### src/design/boce_ram.sv
// Generic single-write, single-read RAM with a registered read port.
module boce_ram #(
  parameter int WIDTH = 8,
  parameter int DEPTH = 256
) (
  input  logic                     clk,
  input  logic                     we,
  input  logic [$clog2(DEPTH)-1:0] waddr,
  input  logic [WIDTH-1:0]         wdata,
  input  logic [$clog2(DEPTH)-1:0] raddr,
  output logic [WIDTH-1:0]         rdata
);

  logic [WIDTH-1:0] mem [DEPTH];

  always_ff @(posedge clk) begin
    if (we) begin
      mem[waddr] <= wdata;
    end
    rdata <= mem[raddr];
  end

endmodule

### config.mk
export PLATFORM = sky130hd
export DESIGN_NAME = boce_ram
export DESIGN_NICKNAME = d
export VERILOG_FILES = /design/src/design/boce_ram.sv
export SDC_FILE = /design/constraint.sdc
export NUM_CORES = 2
export LEC_CHECK = 0
export BUFFER_PORTS_ARGS = -buffer_cell sky130_fd_sc_hd__buf_2
export CORE_UTILIZATION = 60
export DETAILED_ROUTE_END_ITERATION = 6
export PLACE_DENSITY = 0.76
export SKIP_LAST_GASP = 1
export SLEW_MARGIN = 25
export SYNTH_ARGS = -nofsm -noshare
export SYNTH_HDL_FRONTEND = slang
export SYNTH_SLANG_ARGS = --single-unit
### constraint.sdc
create_clock -name clk -period 2.54 [get_ports clk]
set_clock_uncertainty 0.05 [all_clocks]
set_input_delay 0.381 -clock clk [delete_from_list [all_inputs] [get_ports clk]]
set_output_delay 0.381 -clock clk [all_outputs]
set_load 0.005 [all_outputs]
==> impl_results.md <==
* Status: complete, but fails checks
* Violated checks: negative setup slack
* Reg clk slew, reported paths at roughly 0.060 ns
* Switch Pwr at ~15 mW
* Worst-Margin Slew at 1.06 ns
* GP Congestion at slightly above 0.9
* Worst r2r src: mem[138][7]
* Ys async rst share at 0%
* DP HPWL at ~130 mm
* Slowest CP cell: mux4_2
* Post-Route Setup TNS at -0.0356 ns
* Wirelength, routed at 202 mm
* Top delay family on crit path: multiplexers
* Vias in the first global route at 43000
* Setup violators final at 1
* Crit Path Class: reg2reg
* Initial antenna violation count at 8
* IO Pins at 34
* P&R area growth vs syn at 17.1%
* Setup WS pre-CTS at -0.987 ns
* FP Rows at 133
* Post-Synthesis Cells at 3733
* Peak Freq at about 0.39 GHz
* CP Buf/Inv Count at 1
* Setup slack, reg-to-reg at -0.04 ns
* Combinational power share at 5.6%
* Fill cells at 7407
* PwrDens at 748 nW/um2
* Post-Syn Nets at 3759
* Crit Reg-Reg Endpoint: rdata[7]
* Sw Ratio at 21.2%
* Hold Path End: mem[81][1]
* Commonest non-fill, non-tap cell in the layout: edfxtp_1
* Crit path cell chain: mux4_2, mux4_2, nor2_1, a2111oi_2, buf_4, nor3_2, nor4_1
* Crit path max fanout at 1
* Gr usage total at 30.5%
* Largest net degree at the start of global routing at 100
* Most frequent cells in the layout: edfxtp_1, buf_4, mux4_2, nor2_1, clkbuf_16
* Total CTS buffers at 194
* Detailed Routing Iterations Pass 1 at 6
* Reg power frac at 53.8%
* Root Buffer: clkbuf_16
* Hold Crit Depth at 2
* Routed len/inst at 31.8 um
* ANT nets after route at 0
* First-pass GRT wire length at 293 mm
* Post-layout instance count excluding filler cells at 6357
* Die height at 366 um
* Initial core utilization at 60.5%
* Slew margin rel. at 29.5%
* Synth Warn # at 0
* Synth Area per Inst at 21.3 um2
* Final hold violations at 0
* Clock sinks at 2056
* Inst Count DP at 5995
* Mapped Area at 79600 um2
* CP Capture Type: flop
* Postcts setup bufs at 0
* # port buffers at 33
* Worst VDD drop at about 850 uV
* Final Net Count at 4467
* Fin crit period at 2.58 ns
* Clock latency on the worst-skew pair at 0.83 ns
* R2R depth at 7
* Crit path DAT at 3.20 ns
* Share of cells above drive strength 1 at 32.4%
* Die ar. at around 130000 um2
* Setup WS post-layout at -0.0356 ns
* Final Cycle Share at 101%
* Critical path depth in cells at 7
* Clk network pwr share at 40.6%
* Slew Limit Fails at 0
* Hold Path Class: in2reg
* Primary FF master, synth: edfxtp_1
* CTS tree: built
* Leak pwr at roughly 30 nW
* Crit path launch type: flop
* Worst hold slack at between 0.03 and 0.04 ns
* Max Cap Violations at 0
* Yosys cell types at 55
* #FFs+latches synth at roughly 2100
* Iter 0 DRT Violations at 6198
* Max Root-Sink Buffers at 3
* Largest stage delay on the critical path at 0.50 ns
* Number of synthesized flops with an enable pin at 2048
* Worst min-delay path startpoint: wdata[1]
* # DRC at 0
* Vias at 42500
* Worst Path Required at 3.16 ns
* GRT Residual Overflow at 0
* RSZ-0062 raised after global routing: true
* Core ar. at roughly 130000 um2
* Register area share after synthesis at between 70% and 80%
* Final core utilization at 70.9%
* Die width at between 300 and 400 um
* Routed vias/inst at 6.68
* H-tree levels at 4
* Crit path top cell by count: mux4_2
* Internal power at 54.9 mW
-- worst reg2reg max path, cell delays in order, from the launching register on --
cell       delay [ns]
edfxtp_1         0.38
mux4_2           0.50
mux4_2           0.50
nor2_1           0.18
a2111oi_2        0.07
buf_4            0.15
nor3_2           0.44
nor4_1           0.16
-- layout make-up --
cell class              instances  area [um2]  share of cell area (%)
clock buffers                 245        5180                    5.56
multi-input cells            1442       16600                    17.8
clock inverters               108         980                    1.05
repair buffers                745        6560                    7.04
diodes                          4        10.0                  0.0107
inverters                       2        7.51                 0.00806
flip-flops and latches       2056       61700                    66.2
well taps                    1755        2200                    2.36
-- kinds of logic after synthesis --
| group | count (synthesis) | synth area share, % |
|---|---|---|
| buffers and inverters | 235 | 1.83 |
| AO/OA/AOI/OAI | 385 | 3.42 |
| AND/OR/NAND/NOR | 466 | 2.63 |
| flip-flops | 2056 | 77.5 |
| multiplexers | 591 | 14.6 |
-- flip-flops by register name (all words and copies together) (netlist names) --
signal  cells
mem      2048
rdata       8
-- per-stage QoR --
step	area, um2	power (mW)
2_1_floorplan	79600	40.0
3_3_place_gp	86900	41.9
6_report	93200	69.7
4_1_cts	93100	69.8
5_1_grt	93100	71.2
3_5_place_dp	86900	42.0
-- how the worst max path moves through the flow --
stage	start	endpoint	slack, ns
floorplan	raddr[0]	rdata[2]	0.17
global placement	raddr[0]	rdata[4]	-0.99
detailed placement	raddr[0]	rdata[4]	-0.99
CTS	raddr[0]	rdata[7]	-0.09
global route	mem[129][7]	rdata[7]	-0.04
finish	mem[138][7]	rdata[7]	-0.04
-- what timing repair did --
item | CTS | global route
gates resized for setup | 6 | 6
endpoints found under the hold margin | 133 | 0
hold buffers | 5 | 0
endpoints found under the setup margin | 5 | 5
-- metal layers --
layer / GRT usage [%] / share of wire [%]
met2: 48.4 / 49
met5: 0 / 0.020
met1: 41.4 / 35
met3: 6.92 / 12
met4: 12.6 / 4.2
-- synth_stat cells, types with 3 or more instances --
cell / n / area share (%)
o22a_1: 5 / 0.055
o221ai_1: 46 / 0.51
and2_1: 6 / 0.047
nor2b_1: 31 / 0.24
mux2i_1: 134 / 1.7
nor4_1: 24 / 0.19
nand2b_1: 8 / 0.063
buf_12: 8 / 0.20
nand4_1: 10 / 0.079
a21oi_1: 96 / 0.60
buf_2: 31 / 0.20
o211ai_1: 10 / 0.094
o32ai_1: 4 / 0.044
a211oi_1: 16 / 0.15
a221oi_1: 13 / 0.14
buf_6: 21 / 0.30
buf_1: 22 / 0.10
buf_4: 27 / 0.25
dfxtp_1: 8 / 0.20
clkbuf_1: 111 / 0.52
a22oi_1: 133 / 1.3
buf_8: 13 / 0.25
nand3_1: 34 / 0.21
o21ai_0: 10 / 0.063
mux4_2: 454 / 13
a22o_1: 8 / 0.088
o22ai_1: 28 / 0.22
nor4_2: 3 / 0.047
nand2_1: 33 / 0.16
nor3_1: 22 / 0.14
edfxtp_1: 2048 / 77
or2_2: 4 / 0.031
nor2_1: 282 / 1.3
-- power by group through the flow --
stage	Combinational, mW	Sequential (mW)	Clock (mW)
2_1_floorplan	1.82	38.1	0
3_3_place_gp	3.72	38.2	0
3_5_place_dp	3.80	38.2	0
4_1_cts	3.87	37.5	28.5
5_1_grt	4.06	37.4	29.7
6_report	3.92	37.5	28.3
Power figures use the tool's default switching activity.
