--- config.mk ---
export PLATFORM = sky130hd
export DESIGN_NAME = boce_merge
export DESIGN_NICKNAME = d
export VERILOG_FILES = /design/src/design/boce_pkg.sv /design/src/design/boce_merge.sv
export SDC_FILE = /design/constraint.sdc
export NUM_CORES = 1
export LEC_CHECK = 0
export ABC_CLOCK_PERIOD_IN_PS = 2260
export BUFFER_PORTS_ARGS = -buffer_cell sky130_fd_sc_hd__clkbuf_2
export CELL_PAD_IN_SITES_DETAIL_PLACEMENT = 0
export CELL_PAD_IN_SITES_GLOBAL_PLACEMENT = 1
export CORE_MARGIN = 3
export CORE_UTILIZATION = 28
export DETAILED_ROUTE_END_ITERATION = 6
export PLACE_DENSITY_LB_ADDON = 0.3
export SYNTH_ARGS = -nofsm -noshare
export SYNTH_HDL_FRONTEND = slang
export SYNTH_SLANG_ARGS = --single-unit
--- constraint.sdc ---
create_clock -name vclk -period 2.26
set_input_delay 0.452 -clock vclk [all_inputs]
set_output_delay 0.452 -clock vclk [all_outputs]
set_load 0.05 [all_outputs]
--- src/design/boce_pkg.sv ---
// Shared constants, operation codes and types for the bit offset copy engine.
package boce_pkg;

  localparam int MEM_BYTES = 256;
  localparam int ADDR_W    = $clog2(MEM_BYTES);
  localparam int BIT_W     = ADDR_W + 3;
  localparam int CNT_W     = BIT_W + 1;
  localparam int SUM_W     = CNT_W + 1;

  localparam logic [SUM_W-1:0] BIT_LIMIT = SUM_W'(MEM_BYTES * 8);

  typedef logic [1:0]        boce_op_t;
  typedef logic [ADDR_W-1:0] boce_addr_t;
  typedef logic [BIT_W-1:0]  boce_bit_t;
  typedef logic [CNT_W-1:0]  boce_cnt_t;
  typedef logic [7:0]        boce_byte_t;

  localparam boce_op_t OP_LOAD_SRC = 2'd0;
  localparam boce_op_t OP_LOAD_DST = 2'd1;
  localparam boce_op_t OP_COPY     = 2'd2;
  localparam boce_op_t OP_READ_DST = 2'd3;

  localparam logic STATUS_DONE  = 1'b0;
  localparam logic STATUS_RANGE = 1'b1;

endpackage

--- src/design/boce_merge.sv ---
// Aligns a two-byte source window and merges it into one destination byte.
module boce_merge import boce_pkg::*; (
  input  boce_byte_t win_hi,
  input  boce_byte_t win_lo,
  input  logic [2:0] offset,
  input  boce_byte_t dst_byte,
  input  boce_addr_t byte_idx,
  input  boce_bit_t  first_bit,
  input  boce_cnt_t  end_bit,
  output boce_byte_t merged
);

  logic [15:0] window;
  boce_byte_t  aligned;
  boce_byte_t  mask;
  boce_cnt_t   bit_addr [8];

  assign window  = {win_hi, win_lo} << offset;
  assign aligned = window[15:8];

  // Bit p counted from the MSB sits at bit address byte_idx*8 + p.
  always_comb begin
    for (int p = 0; p < 8; p++) begin
      bit_addr[p] = {1'b0, byte_idx, 3'(p)};
      mask[7-p]   = (bit_addr[p] >= {1'b0, first_bit}) && (bit_addr[p] < end_bit);
    end
  end

  assign merged = (dst_byte & ~mask) | (aligned & mask);

endmodule

==> results.py, run 1 <==
metrics = {
    "run_status": {
        "status": "finished, violations left",
        "violations": "negative setup slack",
    },
    "final_layout": {
        "layout.nets": 319,
        "area_growth_pct": 111.3,
        "final_common_cell": "clkbuf_2",
        "n_clock_buffer": 0,
        "diodes": 0,
        "postLayoutCellArea_um2": 2382,
        "final_cell_mix": "clkbuf_2, buf_4, ha_4",
        "ff_latch_area_um2": 0,
        "seq_cell_count": 0,
        "drive_gt1_share_pct": 67.22,
    },
    "grt": {
        "grt_pass1_wl_um": 6327,
        "grt_pass1_vias": 1406,
        "grt_max_degree": 19,
        "met2_usage_pct": 27.01,
        "antenna_found_initial": 0,
        "use_met1_pct": 20.28,
        "grt_overflow_total": 0,
        "grt_usage_pct": 14.97,
        "top_usage_layer": "met2",
        "grtUsageMet3_pct": 1.594,
    },
    "sta": {
        "maxSlewHeadroom_pct": 83.80,
        "worstMarginPinSlew_ps": 236.3,
        "hold_violations": 0,
        "rsz0062_at_grt": "true",
        "post-route-period-util_pct": 118.6,
        "finalSetupViolCount": 8,
        "period_minus_slack_ps": 2681,
        "fmax_mhz": 373.0,
        "setup_ws_ps": -421.0,
        "finalMaxSlewViolations": 0,
    },
    "drt": {
        "routed_wl_um": 3751,
        "drt-initial-drc-count": 44,
        "first_pass_iters": 4,
        "drtAntennaViolNets": 0,
        "vias_per_cell": 4.920,
        "route.detailed.drc": 0,
        "wire_per_inst_um": 12.98,
        "vias": 1422,
    },
    "floorplan": {
        "pin_count": 66,
        "start_util_pct": 29.89,
        "die_w_um": 69.45,
        "rows": 22,
        "dieArea_um2": 4823,
        "die_h_um": 69.45,
        "core_area_um2": 3771,
    },
    "critical_path": {
        "crit_fanout": 4,
        "worstPathRequired_ps": 1810,
        "start_kind": "input pin",
        "critPathMaxStageDelay_ps": 370,
        "crit_path_frequent_cell": "buf_8",
        "cpMaxStageDelayCell": "o31a_1",
        "crit_chain": "buf_8 -> ha_4 -> a211oi_4 -> nor2_2 -> o31a_1 -> a211oi_2 -> mux2_4 -> buf_8",
        "critPathCaptureType": "output port",
        "arrival_ps": 2230,
        "crit_type": "input pin to output port",
    },
    "yosys": {
        "yosysSeqAreaShare_pct": 0,
        "synth.avg_cell_area_um2": 7.273,
        "ys_types": 34,
        "yosys_warnings": 0,
        "synth.net_count": 231,
        "syn_area_um2": 1127,
        "syn_inst": 155,
    },
    "pwr": {
        "power_leakage_nw": 1.081,
        "p_per_area_nw_per_um2": 267.4,
        "total_power_mw": 0.6369,
        "peakVddDrop_uv": 188.9,
    },
    "placed_design": {
        "place_congestion": 0.7937,
        "placed_area_um2": 1916,
        "hpwl_um": 3067,
        "port_buffers": 65,
    },
    "clock_network": {
        "ctsHoldBuffers": 0,
    },
    "flow_run": {
        "maxCapViolations": 0,
    },
    "min_path": {
        "hp-class": "input pin to output port",
    },
}
-- where the power goes --
| part | switching [mW] | leakage (nW) | internal (mW) |
|---|---|---|---|
| combinational | 0.290 | 1.08 | 0.347 |
| sequential | 0 | 0 | 0 |
| clock | 0 | 0 | 0 |
-- critical path: cells and delay by family --
kind                     cells  cell delay [ps]
AO/OA/AOI/OAI                3              860
adder cells (fa/ha/maj)      1              240
AND/OR/NAND/NOR              1               70
buffers and inverters        2              250
multiplexers                 1              340
-- final cells by class --
class | instances | area (um2)
tap | 48 | 60.06
fill | 318 | 1389
multi-input combinational | 132 | 1398
timing repair buffer | 91 | 814.5
inverter | 18 | 110.1
-- cells in the mapped netlist --
library cell / count / area (um2)
mux2_2: 11 / 123.9
a41o_2: 1 / 11.26
and4b_1: 1 / 10.01
a211oi_2: 1 / 12.51
o21bai_1: 3 / 22.52
a211oi_1: 3 / 22.52
nand2_1: 15 / 56.30
nor3_1: 1 / 5.000
a21o_1: 1 / 7.510
o211ai_1: 1 / 7.510
mux2_1: 3 / 33.78
nor3_2: 1 / 10.01
nand3_1: 1 / 5.000
a21oi_2: 1 / 8.760
buf_4: 1 / 7.510
ha_1: 18 / 225.2
clkbuf_1: 2 / 7.510
o221ai_1: 3 / 26.28
nor2_1: 10 / 37.54
o21ai_0: 11 / 55.05
nand4_1: 2 / 12.51
mux2i_1: 12 / 120.1
and4_1: 1 / 8.760
or3_4: 1 / 11.26
a21oi_1: 15 / 75.07
a221oi_1: 1 / 8.760
o31a_1: 1 / 8.760
nor2b_1: 3 / 18.77
inv_1: 18 / 67.56
mux4_2: 1 / 22.52
o21a_1: 4 / 30.03
buf_2: 2 / 10.01
nand2b_1: 4 / 25.02
nand4_2: 1 / 12.51
-- logic make-up after synthesis --
group,after synthesis,synth area share (%)
buf+inv,23,8.213
fa+ha+maj,18,19.98
simple gates,41,18.87
compound gates,46,26.30
mux,27,26.64
-- routing by layer --
| layer | routed length, um | share of wire (%) |
|---|---|---|
| met4 | 23 | 0.61 |
| met1 | 1664 | 44 |
| met5 | 0 | 0 |
| met3 | 183 | 4.9 |
| met2 | 1878 | 50 |
-- metrics by stage --
step / utilization, % / instances / hold WS [ps] / setup WS (ps) / TNS (ps)
3_5_place_dp: 50.80 / 284 / 1366 / -562.8 / -3863
2_1_floorplan: - / 155 / 1126 / -123.1 / -577.6
6_report: 63.17 / 289 / 1253 / -421.0 / -2753
4_1_cts: 59.92 / 286 / 1271 / -442.8 / -3043
5_1_grt: 63.17 / 289 / 1275 / -470.7 / -3224
3_3_place_gp: 50.80 / 284 / 1366 / -541.6 / -3743
-- path summary, 6_finish.rpt --
| path | start | endpoint | slack (ps) | depth (start not counted) |
|---|---|---|---|---|
| worst max-delay path | byte_idx[6] | merged[1] | -420 | 8 |
| worst min-delay path | dst_byte[1] | merged[1] | 1250 | 3 |
-- timing repair --
action / 4_1_cts / 5_1_grt
gates resized for setup: 55 / 35
setup buffers: 2 / 3
pin swaps: 15 / 13
setup endpoints to repair: 8 / 8
(Power assumes the default switching activity.)
==> inputs of run 2 (changes only) <==
--- a/config.mk
+++ b/config.mk
@@ -12,7 +12,9 @@
 export CORE_MARGIN = 3
 export CORE_UTILIZATION = 28
 export DETAILED_ROUTE_END_ITERATION = 6
+export GPL_ROUTABILITY_DRIVEN = 0
 export PLACE_DENSITY_LB_ADDON = 0.3
+export REMOVE_ABC_BUFFERS = 1
 export SYNTH_ARGS = -nofsm -noshare
 export SYNTH_HDL_FRONTEND = slang
 export SYNTH_SLANG_ARGS = --single-unit
==> results.py, run 2 (synthesis results as in run 1) <==
metrics = {
    "run_status": {
        "violations": "negative setup slack",
        "status": "finished, violations left",
    },
    "critical_path": {
        "crit_type": "input pin to output port",
        "start_kind": "input pin",
        "critPathCaptureType": "output port",
        "worstPathRequired_ps": 1810,
        "critPathMaxStageDelay_ps": 450,
        "crit_fanout": 4,
        "cpMaxStageDelayCell": "or3_4",
        "arrival_ps": 2210,
        "crit_chain": "buf_2 -> ha_4 -> nand4_4 -> or3_4 -> nor3_4 -> o221ai_2 -> mux2_4 -> buf_8",
    },
    "floorplan": {
        "dieArea_um2": 4823,
        "pin_count": 66,
        "die_w_um": 69.45,
        "die_h_um": 69.45,
        "rows": 22,
        "start_util_pct": 29.89,
        "core_area_um2": 3771,
    },
    "drt": {
        "drt-initial-drc-count": 47,
        "drtAntennaViolNets": 0,
        "wire_per_inst_um": 13.78,
        "routed_wl_um": 3927,
        "vias_per_cell": 5.042,
        "first_pass_iters": 4,
        "vias": 1437,
        "route.detailed.drc": 0,
    },
    "sta": {
        "setup_ws_ps": -401.3,
        "period_minus_slack_ps": 2661,
        "finalSetupViolCount": 8,
        "post-route-period-util_pct": 117.8,
        "finalMaxSlewViolations": 0,
        "maxSlewHeadroom_pct": 69.96,
        "hold_ws_ps": 1256,
        "rsz0062_at_grt": "true",
        "worstMarginPinSlew_ps": 448.7,
        "fmax_mhz": 375.8,
        "hold_violations": 0,
    },
    "placed_design": {
        "dp_slack_ps": -678.9,
        "hpwl_um": 2868,
        "port_buffers": 65,
        "placed_area_um2": 1600,
    },
    "pwr": {
        "p_per_area_nw_per_um2": 269.6,
        "peakVddDrop_uv": 199.3,
        "power_leakage_nw": 1.025,
    },
    "grt": {
        "antenna_found_initial": 0,
        "grt_overflow_total": 0,
        "grt_max_degree": 15,
        "grt_pass1_vias": 1356,
        "grt_usage_pct": 14.23,
        "grt_pass1_wl_um": 5968,
    },
    "final_layout": {
        "final_cell_mix": "clkbuf_2, buf_4, ha_4",
        "postLayoutCellArea_um2": 2238,
        "area_growth_pct": 98.56,
        "layout.nets": 315,
        "diodes": 0,
        "final_common_cell": "clkbuf_2",
        "drive_gt1_share_pct": 67.09,
        "seq_cell_count": 0,
        "n_clock_buffer": 0,
        "ff_latch_area_um2": 0,
    },
    "flow_run": {
        "maxCapViolations": 0,
    },
    "min_path": {
        "hp-class": "input pin to output port",
    },
}
run 2: changes by cell type in the layout (fill, tap and decap cells not counted), moves of 2 or more:
| cell | change |
|---|---|
| buf_12 | -2 |
| buf_4 | -2 |
| buf_6 | +2 |
| buf_8 | -3 |
| clkbuf_16 | -2 |
| clkbuf_2 | +2 |
| inv_2 | +6 |
| inv_4 | -2 |
| inv_8 | -2 |
run 2: layout make-up:
type	count	area, um2
fillers	333	1533
inverters	18	72.57
multi-input cells	132	1404
well taps	48	60.06
repair buffers	87	701.9
run 2: power breakdown:
part	internal, mW	switching (mW)
sequential	0	0
combinational	0.317	0.287
clock	0	0
total	0.317	0.287
run 2: repair_timing:
action | CTS | global route
endpoints found under the hold margin | 0 | 0
resized for setup | 54 | 76
hold buffers | 0 | 0
setup buffers | 4 | 3
endpoints found under the setup margin | 8 | 8
cloned | 0 | 0
pin swaps | 18 | 21
run 2: path summary, 6_finish.rpt:
| check | to | cells after the start | startpoint | slack (ps) |
|---|---|---|---|---|
| setup / recovery | merged[7] | 8 | byte_idx[7] | -400 |
| hold / removal | merged[7] | 3 | dst_byte[7] | 1260 |
run 2: worst max-delay path, delay by kind of cell:
family / cells / cell delay [ps]
AND/OR/NAND/NOR: 3 / 740
multiplexers: 1 / 330
adder cells (fa/ha/maj): 1 / 290
buffers and inverters: 2 / 280
AO/OA/AOI/OAI: 1 / 110
run 2: through the flow:
stage	power, mW	TNS [ps]	util (%)	std cells
2_1_floorplan	0.2469	-1855	-	150
3_3_place_gp	0.3896	-4317	42.44	278
3_5_place_dp	0.3893	-4656	42.44	278
4_1_cts	0.5094	-3112	51.69	282
5_1_grt	0.6507	-3355	59.36	285
6_report	0.6035	-2766	59.36	285
run 2: metal layers:
metal / wire length, um / vias up / global-route usage [%] / share of wire [%]
met4: 0 / 0 / 0 / 0
met2: 2026 / 33 / 25.21 / 52
li1: - / 734 / - / -
met1: 1740 / 670 / 19.98 / 44
met5: 0 / - / 0 / 0
met3: 161 / 0 / 0.8696 / 4.1
